**config.mk**
```make
export PLATFORM = sky130hd
export DESIGN_NAME = scalar_kalman_filter_unit_flat
export DESIGN_NICKNAME = d
export VERILOG_FILES = /design/src/rtl/skf_pkg.sv /design/src/rtl/skf_if.sv /design/src/rtl/scalar_kalman_filter_unit.sv /design/src/rtl/skf_div.sv /design/src/rtl/skf_mul.sv /design/src/flat_wrapper.sv
export SDC_FILE = /design/constraint.sdc
export NUM_CORES = 1
export LEC_CHECK = 0
export BUFFER_PORTS_ARGS = -buffer_cell sky130_fd_sc_hd__buf_4
export CORE_ASPECT_RATIO = 0.75
export CORE_MARGIN = 2
export CORE_UTILIZATION = 57
export DETAILED_ROUTE_END_ITERATION = 10
export PLACE_DENSITY = 0.85
export RECOVER_POWER = 50
export SKIP_LAST_GASP = 1
export SLEW_MARGIN = 25
export SYNTH_ARGS = -nofsm -noshare
export SYNTH_HDL_FRONTEND = slang
export SYNTH_SLANG_ARGS = --single-unit
```
**constraint.sdc**
```tcl
create_clock -name clk_i -period 5.49 [get_ports clk_i]
set_clock_uncertainty 0.1 [all_clocks]
set_input_delay 0.8235 -clock clk_i [delete_from_list [all_inputs] [get_ports clk_i]]
set_output_delay 0.8235 -clock clk_i [all_outputs]
set_load 0.01 [all_outputs]
```
**src/rtl/skf_pkg.sv**
```systemverilog
`timescale 1ns / 1ps
package skf_pkg;

  localparam int EST_W     = 32;  // estimate and variance width
  localparam int CFG_W     = 32;  // configuration register width
  localparam int CFG_IDX_W = 1;
  localparam int GAIN_BITS = 16;  // fraction bits of the gain
  localparam int GAIN_W    = GAIN_BITS + 1;
  localparam int DEN_W     = EST_W + 1;
  localparam int REM_W     = EST_W + 2;

  localparam logic [GAIN_W-1:0] GAIN_ONE = GAIN_W'(1) << GAIN_BITS;

  typedef enum logic [CFG_IDX_W-1:0] {
    CFG_PROCESS_NOISE     = 1'b0,
    CFG_MEASUREMENT_NOISE = 1'b1
  } cfg_idx_e;

  typedef enum logic [1:0] {
    ST_IDLE,
    ST_DIV,
    ST_MUL,
    ST_FIN
  } skf_state_e;

  typedef logic signed [EST_W-1:0] est_t;
  typedef logic [EST_W-1:0]        var_t;
  typedef logic [GAIN_W-1:0]       gain_t;

endpackage

```
**src/rtl/skf_if.sv**
```systemverilog
`timescale 1ns / 1ps
interface skf_meas_if #(
  parameter int SAMPLE_WIDTH = 16
);
  logic                           valid;
  logic                           ready;
  logic signed [SAMPLE_WIDTH-1:0] measurement;

  modport source (output valid, output measurement, input ready);
  modport sink   (input valid, input measurement, output ready);
endinterface

interface skf_result_if;
  logic               valid;
  logic               ready;
  logic signed [31:0] filtered_estimate;
  logic [16:0]        kalman_gain;

  modport source (output valid, output filtered_estimate, output kalman_gain, input ready);
  modport sink   (input valid, input filtered_estimate, input kalman_gain, output ready);
endinterface

```
**src/rtl/scalar_kalman_filter_unit.sv**
```systemverilog
`timescale 1ns / 1ps
// One-dimensional Kalman filter on signed samples, estimate and variance held in
// Q(32-FRAC_BITS).FRAC_BITS, gain in Q1.16. One sample is in flight at a time: an item
// passes through the bit-serial gain divider, a load of the two bit-serial multipliers
// that update estimate and variance side by side, the multiplier steps, a check that both
// have finished and a round-and-commit step; the next sample can be taken in the same
// cycle as the result appears. The result sits in an output register, so the next sample
// is taken while it waits; a result that is still not taken when the next one is ready
// stalls that next one. Q and R are to be written through the configuration port while
// the unit is idle; the unit does not enforce this. The one-bit index selects Q or R.
module scalar_kalman_filter_unit
  import skf_pkg::*;
#(
  parameter int FRAC_BITS    = 16,
  parameter int SAMPLE_WIDTH = 16
) (
  input  logic                 clk_i,
  input  logic                 rst_ni,
  skf_meas_if.sink             meas_i,
  skf_result_if.source         result_o,
  input  logic                 cfg_we_i,
  input  logic [CFG_IDX_W-1:0] cfg_idx_i,
  input  logic [CFG_W-1:0]     cfg_data_i
);

  localparam int ZW = (SAMPLE_WIDTH + FRAC_BITS > EST_W + 1) ?
                      SAMPLE_WIDTH + FRAC_BITS : EST_W + 1;
  localparam int PW = DEN_W + GAIN_W;

  localparam var_t Q_RESET   = EST_W'(64'd20 << FRAC_BITS);
  localparam var_t R_RESET   = EST_W'(64'd200 << FRAC_BITS);
  localparam var_t VAR_RESET = EST_W'(64'd1 << FRAC_BITS);
  localparam logic signed [ZW-1:0] Z_MAX = ZW'({1'b0, {(EST_W-1){1'b1}}});
  localparam logic signed [ZW-1:0] Z_MIN = ~Z_MAX;
  localparam logic signed [PW-1:0] HALF  = PW'(1) <<< (GAIN_BITS - 1);
  localparam logic signed [EST_W+1:0] X_MAX = (EST_W+2)'({1'b0, {(EST_W-1){1'b1}}});
  localparam logic signed [EST_W+1:0] X_MIN = ~X_MAX;

  skf_state_e state_q, state_d;

  var_t  q_noise_q, r_noise_q;
  est_t  est_q, est_d;
  var_t  var_q, var_d;
  var_t  pm_q;
  logic [DEN_W-1:0] sum_q;
  logic signed [EST_W:0] diff_q;
  gain_t gain_q, gain_d;

  logic                  out_valid_q, out_valid_d;
  est_t                  out_est_q, out_est_d;
  gain_t                 out_gain_q, out_gain_d;

  logic                  accept;
  logic [EST_W:0]        pm_wide;
  var_t                  pm;
  logic [DEN_W-1:0]      sum;
  logic signed [ZW-1:0]  z_full;
  est_t                  z;
  logic signed [EST_W:0] diff;

  logic                  div_done;
  gain_t                 div_quot;
  logic                  mul_done;
  logic                  mul_var_done;
  logic signed [PW-1:0]  prod_est;
  logic signed [PW-1:0]  prod_var;
  logic signed [PW-1:0]  rounded;
  logic signed [EST_W+1:0] x_new;
  logic                  can_load;

  // Operand preparation at acceptance.
  always_comb begin
    pm_wide = {1'b0, var_q} + {1'b0, q_noise_q};
    pm      = pm_wide[EST_W] ? '1 : pm_wide[EST_W-1:0];
    sum     = {1'b0, pm} + {1'b0, r_noise_q};
    z_full  = ZW'(meas_i.measurement) <<< FRAC_BITS;
    if (z_full > Z_MAX)      z = est_t'(Z_MAX[EST_W-1:0]);
    else if (z_full < Z_MIN) z = est_t'(Z_MIN[EST_W-1:0]);
    else                     z = est_t'(z_full[EST_W-1:0]);
    diff    = {z[EST_W-1], z} - {est_q[EST_W-1], est_q};
  end

  assign meas_i.ready = (state_q == ST_IDLE);
  assign accept       = meas_i.valid && meas_i.ready;

  skf_div u_div (
    .clk_i   (clk_i),
    .rst_ni  (rst_ni),
    .start_i (accept),
    .num_i   (pm),
    .den_i   (sum),
    .quot_o  (div_quot),
    .done_o  (div_done)
  );

  // Zero denominator forces a zero gain.
  assign gain_d = (sum_q == '0) ? '0 : div_quot;

  skf_mul #(.AW(DEN_W)) u_mul_est (
    .clk_i   (clk_i),
    .rst_ni  (rst_ni),
    .start_i (div_done),
    .mcand_i (diff_q),
    .mplier_i(gain_d),
    .prod_o  (prod_est),
    .done_o  (mul_done)
  );

  skf_mul #(.AW(DEN_W)) u_mul_var (
    .clk_i   (clk_i),
    .rst_ni  (rst_ni),
    .start_i (div_done),
    .mcand_i ({1'b0, pm_q}),
    .mplier_i(GAIN_ONE - gain_d),
    .prod_o  (prod_var),
    .done_o  (mul_var_done)
  );

  // Round the step to nearest, halves up, then add to the old estimate.
  always_comb begin
    rounded = prod_est + HALF;
    x_new   = {{2{est_q[EST_W-1]}}, est_q} + (EST_W+2)'(rounded[PW-1:GAIN_BITS]);
  end

  assign can_load = !out_valid_q || result_o.ready;

  always_comb begin
    state_d     = state_q;
    est_d       = est_q;
    var_d       = var_q;
    out_valid_d = out_valid_q && !result_o.ready;
    out_est_d   = out_est_q;
    out_gain_d  = out_gain_q;
    unique case (state_q)
      ST_IDLE: if (accept) state_d = ST_DIV;
      ST_DIV:  if (div_done) state_d = ST_MUL;
      ST_MUL:  if (mul_done && mul_var_done) state_d = ST_FIN;
      ST_FIN: begin
        if (can_load) begin
          if (x_new > X_MAX)      est_d = est_t'(X_MAX[EST_W-1:0]);
          else if (x_new < X_MIN) est_d = est_t'(X_MIN[EST_W-1:0]);
          else                    est_d = est_t'(x_new[EST_W-1:0]);
          var_d       = prod_var[EST_W+GAIN_BITS-1:GAIN_BITS];
          out_valid_d = 1'b1;
          out_est_d   = est_d;
          out_gain_d  = gain_q;
          state_d     = ST_IDLE;
        end
      end
      default: state_d = ST_IDLE;
    endcase
  end

  always_ff @(posedge clk_i or negedge rst_ni) begin
    if (!rst_ni) begin
      state_q     <= ST_IDLE;
      q_noise_q   <= Q_RESET;
      r_noise_q   <= R_RESET;
      est_q       <= '0;
      var_q       <= VAR_RESET;
      out_valid_q <= 1'b0;
    end else begin
      state_q     <= state_d;
      est_q       <= est_d;
      var_q       <= var_d;
      out_valid_q <= out_valid_d;
      if (cfg_we_i) begin
        case (cfg_idx_i)
          CFG_PROCESS_NOISE:     q_noise_q <= cfg_data_i;
          CFG_MEASUREMENT_NOISE: r_noise_q <= cfg_data_i;
          default: ;
        endcase
      end
    end
  end

  always_ff @(posedge clk_i) begin
    if (accept) begin
      pm_q   <= pm;
      sum_q  <= sum;
      diff_q <= diff;
    end
    if (div_done) gain_q <= gain_d;
    out_est_q  <= out_est_d;
    out_gain_q <= out_gain_d;
  end

  assign result_o.valid             = out_valid_q;
  assign result_o.filtered_estimate = out_est_q;
  assign result_o.kalman_gain       = out_gain_q;

endmodule

```
**src/rtl/skf_div.sv**
```systemverilog
`timescale 1ns / 1ps
// Restoring radix-2 divider: quotient = floor(num * 2^GAIN_BITS / den), num <= den.
module skf_div
  import skf_pkg::*;
(
  input  logic             clk_i,
  input  logic             rst_ni,
  input  logic             start_i,
  input  var_t             num_i,
  input  logic [DEN_W-1:0] den_i,
  output gain_t            quot_o,
  output logic             done_o
);

  localparam int CNT_W = $clog2(GAIN_W);
  localparam logic [CNT_W-1:0] LAST = CNT_W'(GAIN_W - 1);

  logic             busy_q, busy_d;
  logic             done_q, done_d;
  logic [CNT_W-1:0] cnt_q, cnt_d;
  logic [REM_W-1:0] rem_q, rem_d;
  logic [DEN_W-1:0] den_q, den_d;
  gain_t            quot_q, quot_d;

  logic [REM_W:0]   diff;
  logic             ge;
  logic [REM_W-1:0] rem_sub;

  always_comb begin
    diff    = {1'b0, rem_q} - (REM_W + 1)'(den_q);
    ge      = ~diff[REM_W];
    rem_sub = ge ? diff[REM_W-1:0] : rem_q;

    busy_d = busy_q;
    done_d = 1'b0;
    cnt_d  = cnt_q;
    rem_d  = rem_q;
    den_d  = den_q;
    quot_d = quot_q;
    if (start_i) begin
      busy_d = 1'b1;
      cnt_d  = '0;
      rem_d  = REM_W'(num_i);
      den_d  = den_i;
      quot_d = '0;
    end else if (busy_q) begin
      quot_d = {quot_q[GAIN_W-2:0], ge};
      rem_d  = {rem_sub[REM_W-2:0], 1'b0};
      cnt_d  = cnt_q + 1'b1;
      if (cnt_q == LAST) begin
        busy_d = 1'b0;
        done_d = 1'b1;
      end
    end
  end

  always_ff @(posedge clk_i or negedge rst_ni) begin
    if (!rst_ni) begin
      busy_q <= 1'b0;
      done_q <= 1'b0;
      cnt_q  <= '0;
    end else begin
      busy_q <= busy_d;
      done_q <= done_d;
      cnt_q  <= cnt_d;
    end
  end

  always_ff @(posedge clk_i) begin
    rem_q  <= rem_d;
    den_q  <= den_d;
    quot_q <= quot_d;
  end

  assign quot_o = quot_q;
  assign done_o = done_q;

endmodule

```
**src/rtl/skf_mul.sv**
```systemverilog
`timescale 1ns / 1ps
// Shift-and-add multiplier: one multiplier bit per cycle, LSB first.
module skf_mul
  import skf_pkg::*;
#(
  parameter int AW = 33
) (
  input  logic                        clk_i,
  input  logic                        rst_ni,
  input  logic                        start_i,
  input  logic signed [AW-1:0]        mcand_i,
  input  gain_t                       mplier_i,
  output logic signed [AW+GAIN_W-1:0] prod_o,
  output logic                        done_o
);

  localparam int PW    = AW + GAIN_W;
  localparam int CNT_W = $clog2(GAIN_W);
  localparam logic [CNT_W-1:0] LAST = CNT_W'(GAIN_W - 1);

  logic                 busy_q, busy_d;
  logic                 done_q, done_d;
  logic [CNT_W-1:0]     cnt_q, cnt_d;
  logic signed [PW-1:0] mcand_q, mcand_d;
  logic signed [PW-1:0] acc_q, acc_d;
  gain_t                mplier_q, mplier_d;

  always_comb begin
    busy_d   = busy_q;
    done_d   = 1'b0;
    cnt_d    = cnt_q;
    mcand_d  = mcand_q;
    acc_d    = acc_q;
    mplier_d = mplier_q;
    if (start_i) begin
      busy_d   = 1'b1;
      cnt_d    = '0;
      mcand_d  = PW'(mcand_i);
      acc_d    = '0;
      mplier_d = mplier_i;
    end else if (busy_q) begin
      if (mplier_q[0]) acc_d = acc_q + mcand_q;
      mcand_d  = mcand_q <<< 1;
      mplier_d = mplier_q >> 1;
      cnt_d    = cnt_q + 1'b1;
      if (cnt_q == LAST) begin
        busy_d = 1'b0;
        done_d = 1'b1;
      end
    end
  end

  always_ff @(posedge clk_i or negedge rst_ni) begin
    if (!rst_ni) begin
      busy_q <= 1'b0;
      done_q <= 1'b0;
      cnt_q  <= '0;
    end else begin
      busy_q <= busy_d;
      done_q <= done_d;
      cnt_q  <= cnt_d;
    end
  end

  always_ff @(posedge clk_i) begin
    mcand_q  <= mcand_d;
    acc_q    <= acc_d;
    mplier_q <= mplier_d;
  end

  assign prod_o = acc_q;
  assign done_o = done_q;

endmodule

```
**src/flat_wrapper.sv**
```systemverilog
// flat-port wrapper written by rule: the top's interface ports become plain ports
module scalar_kalman_filter_unit_flat import skf_pkg::*;
#(
  parameter int FRAC_BITS    = 16,
  parameter int SAMPLE_WIDTH = 16
)
  (clk_i, rst_ni, cfg_we_i, cfg_idx_i, cfg_data_i, meas_i_valid, meas_i_measurement, meas_i_ready, result_o_valid, result_o_filtered_estimate, result_o_kalman_gain, result_o_ready);
  skf_meas_if #(.SAMPLE_WIDTH(SAMPLE_WIDTH)) meas_i_i ();
  skf_result_if result_o_i ();
  input  logic clk_i;
  input  logic rst_ni;
  input  logic cfg_we_i;
  input  logic [CFG_IDX_W-1:0] cfg_idx_i;
  input  logic [CFG_W-1:0] cfg_data_i;
  input wire logic [$bits(meas_i_i.valid)-1:0] meas_i_valid;
  input wire logic [$bits(meas_i_i.measurement)-1:0] meas_i_measurement;
  output wire logic [$bits(meas_i_i.ready)-1:0] meas_i_ready;
  output wire logic [$bits(result_o_i.valid)-1:0] result_o_valid;
  output wire logic [$bits(result_o_i.filtered_estimate)-1:0] result_o_filtered_estimate;
  output wire logic [$bits(result_o_i.kalman_gain)-1:0] result_o_kalman_gain;
  input wire logic [$bits(result_o_i.ready)-1:0] result_o_ready;
  assign meas_i_i.valid = meas_i_valid;
  assign meas_i_i.measurement = meas_i_measurement;
  assign meas_i_ready = meas_i_i.ready;
  assign result_o_valid = result_o_i.valid;
  assign result_o_filtered_estimate = result_o_i.filtered_estimate;
  assign result_o_kalman_gain = result_o_i.kalman_gain;
  assign result_o_i.ready = result_o_ready;
  scalar_kalman_filter_unit #(.FRAC_BITS(FRAC_BITS), .SAMPLE_WIDTH(SAMPLE_WIDTH)) u_core (.clk_i(clk_i), .rst_ni(rst_ni), .meas_i(meas_i_i), .result_o(result_o_i), .cfg_we_i(cfg_we_i), .cfg_idx_i(cfg_idx_i), .cfg_data_i(cfg_data_i));
endmodule
```
* Yosys cells after proc, flatten, opt, wreduce, memory -nomap -nowiden *
Index checks and enable logic that the tools add are counted.

storage, ports and cells
  output and inout bits = 51
  register bits after elaboration = 601
  logic and storage cells = 124

cells by class
  add/sub/neg operators = 12
  $lt $le $gt $ge = 4
  bitwise operators = 2
  reduce and logical (&&, ||, !) cells = 17
  equal/unequal tests = 10
  mux-type cells = 48

operators by type and width
  cell                    number
  $mux 32                 9
  $add 50x50->50          2
  $mux 50                 2
  $mux 17                 5
  $add 32x32->33          2
  $add 50x17->50 const B  1
  $sub 34x33->35          1
  $add 34x34->34          1
  $gt 34x32->1 const B    1
  $lt 34x32->1 const B    1
  $logic_not 33->1        1
  $mux 33                 1
  $sub 32x32->33          1
  $gt 32x32->1 const B    1
  $lt 32x32->1 const B    1
  $mux 5                  6
  $mux 1                  20
  $sub 17x17->17 const A  1
  $add 5x1->5 const B     3
  $eq 5x5->1 const B      3
  $reduce_and 2->1        5
  $mux 2                  4
  $pmux 2 s4              1
  $reduce_bool 2->1       3
  10 further kinds        17

* Longest topological paths before layout *
  depth after elaboration = 5
  gate-level depth with buffers = 24
  depth with buffers taken out = 23

* By module *
Synthesis repeated with hierarchy kept, for this count alone.

second synthesis, totals
  cell total of the unflattened synthesis = 3,855
  area total of the unflattened synthesis = 38,210.4 µm²

modules (own cells, without submodules)
  module                       instances  cells each  area each (µm²)
  scalar_kalman_filter_unit    1          1,668       17,360.4
  skf_mul at u_core.u_mul_var  1          852         7,806.2
  skf_mul at u_core.u_mul_est  1          799         7,548.5
  skf_div                      1          536         5,495.3

* Worst setup path after synthesis *
OpenSTA, ideal clock, no wires.

  path type = reg2reg
  from = register u_core.var_q[0]
  to = register u_core.sum_q[28] (data pin)
  stages on the path, launching flop included = 25
  data arrival time = 5.191 ns
  buffers on the path = 1
  slack = -0.059 ns
  cells stage by stage = dfrtp_1 ha_1 inv_1 fa_1 nand2b_1 a211oi_1 o41a_1 o21ai_1 o31ai_1 a31oi_1 o21a_1 clkbuf_1 nand2b_1 ha_1 fa_1 a21o_1 a21oi_1 o21ai_0 a32o_1 a2111oi_0 o31ai_1 nor3_1 o21bai_1 a21oi_1 xnor2_1

on the way
  word-level cells in the longest chain between the ends = 3

RTL lines
  what                      RTL line                          source
  start, declared           scalar_kalman_filter_unit.sv:43   var_t var_q, var_d;
  start signal, assigned    scalar_kalman_filter_unit.sv:165  var_q <= var_d;
  $add 32x32->33            scalar_kalman_filter_unit.sv:73   pm_wide = {1'b0, var_q} + {1'b0, q_noise_q};
  $mux 32                   scalar_kalman_filter_unit.sv:74   pm = pm_wide[EST_W] ? '1 : pm_wide[EST_W-1:0];
  named net u_core.pm[0]    scalar_kalman_filter_unit.sv:55   var_t pm;
  $add 32x32->33            scalar_kalman_filter_unit.sv:75   sum = {1'b0, pm} + {1'b0, r_noise_q};
  named net u_core.sum[28]  scalar_kalman_filter_unit.sv:56   logic [DEN_W-1:0] sum;
  end signal, assigned      scalar_kalman_filter_unit.sv:180  sum_q <= sum;
  end, declared             scalar_kalman_filter_unit.sv:45   logic [DEN_W-1:0] sum_q;

The timed path passes the listed nets, and every way through them passes these cells.
A chain may end at the register's enable or synchronous reset.

* Final worst setup path *
  from = register u_core.var_q[0]
  to = register u_core.sum_q[31] (data pin)

The elaborated chain is that of the path after synthesis.

==> flow_metrics.py <==
metrics = {
    "run_status": {
        "status": "finished, violations left",
        "violations": "max-capacitance violations, max-slew violations",
    },
    "global_routing": {
        "grt_overflow": 0,
        "grt_pass1_wl_um": 146000,
        "grt_pass1_vias": 27400,
        "antenna_found_initial": 0,
        "track_usage_pct": 27.5,
        "grt_max_degree": 133,
    },
    "clock_tree": {
        "clk_latency_ns": 0.65,
        "numCtsBuffers": 59,
        "clkTransAtPathRegs_ns": 0.07,
        "ctsHtreeMaxLevel": 2,
        "cts_tree": "yes",
        "cts_buffer_depth": 3,
        "clock_sinks": 597,
        "clockRootBuffer": "clkbuf_16",
    },
    "setup_path": {
        "crit_slowest_cell": "o41a_1",
        "r2r-start": "u_core.var_q[0]",
        "reg2reg_slack_ns": 0.07,
        "end_kind": "flip-flop",
        "timing.rr.end": "u_core.sum_q[31]",
        "worst_setup_path_start_kind": "flip-flop",
        "rr_worst_depth": 28,
        "worstPathMaxFanout": 5,
        "slowest_delay_ns": 0.43,
        "crit_path_frequent_cell": "buf_4",
        "critical_path_class": "flip-flop to flip-flop",
        "cp_data_required_time_ns": 5.80,
        "timing.critical_path.arrival_ns": 5.73,
    },
    "sta": {
        "max_freq_mhz": 185,
        "hold_violations": 0,
        "fin_crit_ns": 5.42,
        "setup_viol": 0,
        "relSlewSlack_pct": -147,
        "timing.final.ws_setup_ns": 0.0701,
        "tightest_slew_ns": 3.68,
        "period_share_pct": 98.7,
        "drv_slew": 494,
        "rsz0062_at_grt": "yes",
    },
    "logic_synthesis": {
        "synth_top_area_cell": "edfxtp_1",
        "synth-async-reset-ratio_pct": 25.5,
        "yosys-top-cells-area": "edfxtp_1 (26%), dfrtp_1 (10%), ha_1 (8.9%)",
        "synth-main-ff-cell": "edfxtp_1",
        "synth_top_area_share_pct": 26.1,
        "ys_ff_latch": 597,
        "netlist_area_um2": 36000,
        "ys_seq_area_share_pct": 44.1,
        "syn_inst": 3683,
        "synth_cell_types": 85,
        "synth_warnings": 0,
        "syn_area_per_cell_um2": 9.76,
        "synth_edf_count": 312,
        "synthesis.nets": 3998,
    },
    "detailed_routing": {
        "drt-pass1-iter-count": 6,
        "drc": 0,
        "vias_per_cell": 6.19,
        "via_count": 29100,
        "wire_per_inst_um": 19.4,
        "antenna_left": 0,
        "drt_wl_total_um": 91500,
        "dr.first_iter.drc_count": 3272,
    },
    "hold_path": {
        "hold_path.class": "input port to flip-flop",
        "whs_path_depth": 2,
        "hold_start": "cfg_data_i[20]",
        "min_to": "u_core.r_noise_q[20]",
    },
    "placed_design": {
        "io_buffers": 104,
        "finalWeightedCongestion": 0.966,
        "pre_cts_slack_ns": -0.336,
        "dp_hpwl_um": 64800,
    },
    "floorplanning": {
        "die_w_um": 294,
        "core_area_um2": 62200,
        "pin_count": 105,
        "fp.dieH_um": 222,
        "rows": 79,
        "dieArea_um2": 65100,
        "start_util_pct": 57.8,
    },
    "cells_and_area": {
        "mostFrequentLayoutCell": "nand2_1",
        "syn_to_final_growth_pct": 12.5,
        "layout-drive-gt1-share_pct": 12.9,
        "antenna_cells": 0,
        "layout.nets": 4161,
        "nFillCells": 4720,
        "final_cell_mix": "nand2_1 (457), edfxtp_1 (312), a21oi_1 (297)",
    },
    "flow_run": {
        "cap_violations": 8,
    },
}
-- state kept, by name, indices dropped and copies added (netlist names), 2 cells and up --
name	count
u_core.diff_q	33
u_core.est_q	32
u_core.gain_q	17
u_core.pm_q	32
u_core.q_noise_q	32
u_core.r_noise_q	32
u_core.result_o.filtered_estimate	32
u_core.result_o.kalman_gain	17
u_core.state_q	2
u_core.sum_q	33
u_core.u_div.cnt_q	5
u_core.u_div.quot_o	17
u_core.u_div.rem_q	34
u_core.u_mul_est.cnt_q	5
u_core.u_mul_est.mcand_q	50
u_core.u_mul_est.mplier_q	17
u_core.u_mul_est.prod_o	50
u_core.u_mul_var.cnt_q	5
u_core.u_mul_var.mcand_q	48
u_core.u_mul_var.mplier_q	17
u_core.u_mul_var.prod_o	48
u_core.var_q	32
-- worst max-delay path: cells and delay by family, from the launching register on --
| kind | cells | cell delay (ns) |
|---|---|---|
| compound gates | 14 | 2.68 |
| xor+xnor | 1 | 0.12 |
| fa+ha+maj | 3 | 0.68 |
| buf+inv | 7 | 0.93 |
| flops | 1 | 0.39 |
| simple gates | 3 | 0.25 |
-- worst max-delay path by stage --
stage,cells past startpoint,to,startpoint,slack (ns)
6_report,28,u_core.sum_q[31],u_core.var_q[0],0.07
5_1_grt,28,u_core.sum_q[31],u_core.var_q[0],-0.20
4_1_cts,26,u_core.sum_q[28],u_core.var_q[0],-0.02
3_5_place_dp,25,u_core.sum_q[28],u_core.var_q[0],-0.34
3_3_place_gp,25,u_core.sum_q[28],u_core.var_q[0],-0.19
2_1_floorplan,24,u_core.sum_q[28],u_core.var_q[0],0.005
-- kinds of logic after synthesis --
family | Yosys count | synth area share, %
simple gates | 1156 | 14.8
compound gates | 927 | 16.5
flops | 597 | 44.1
buf+inv | 279 | 2.94
fa+ha+maj | 261 | 9.21
xor+xnor | 249 | 6.07
mux | 214 | 6.51
-- synthesized netlist by cell type (32+ instances only) --
cell / n
and2_1: 33
a211oi_1: 37
o21a_1: 50
edfxtp_1: 312
a21oi_1: 302
dfrtp_1: 146
ha_1: 255
o21bai_1: 38
nand2_1: 460
xnor2_1: 174
nand3_1: 78
o21ai_0: 176
mux2_2: 160
and3_1: 41
nor3_1: 68
xor2_1: 75
a21o_1: 115
nand4_1: 41
nor2_1: 270
inv_1: 148
buf_1: 32
mux2i_1: 54
clkbuf_1: 90
nand2b_1: 39
dfxtp_1: 133
-- stage by stage --
| stage | TNS, ns | cell area (µm²) | hold slack, ns | util, % | cells |
|---|---|---|---|---|---|
| 3_5_place_dp | -1.44 | 38200 | 0.306 | 61.4 | 4584 |
| 3_3_place_gp | -0.489 | 38200 | 0.303 | 61.4 | 4584 |
| 4_1_cts | -0.0197 | 40400 | 0.276 | 65.0 | 4699 |
| 2_1_floorplan | 0 | 36000 | 0.296 | - | 3683 |
| 5_1_grt | -0.810 | 40400 | 0.290 | 65.0 | 4707 |
| 6_report | 0 | 40400 | 0.311 | 65.0 | 4707 |
-- layout make-up --
type	count	area [µm²]	area share, %
multi-input combinational	2807	19300	47.7
tap	810	1010	2.51
timing repair buffer	231	1570	3.87
clock inverter	39	567	1.40
inverter	150	569	1.41
clock buffer	73	1590	3.93
sequential	597	15800	39.2
-- what timing repair did --
item	in CTS	in global routing
hold buffers	1	0
pin swaps	4	23
hold endpoints to repair	20	0
setup endpoints to repair	10	69
resized for setup	6	48
setup buffers	2	8
-- per-layer routing --
layer / global-route usage, % / wire length [µm] / vias to the layer above
li1: - / - / 13700
met1: 41.0 / 40800 / 13900
met2: 40.9 / 39500 / 1297
met3: 4.50 / 8230 / 195
met4: 8.79 / 2900 / 0
met5: 0 / 0 / -
Power is left out: the tool's default activity adds up to more than one toggle a clock period on the data nets, which glitch-free logic cannot reach.
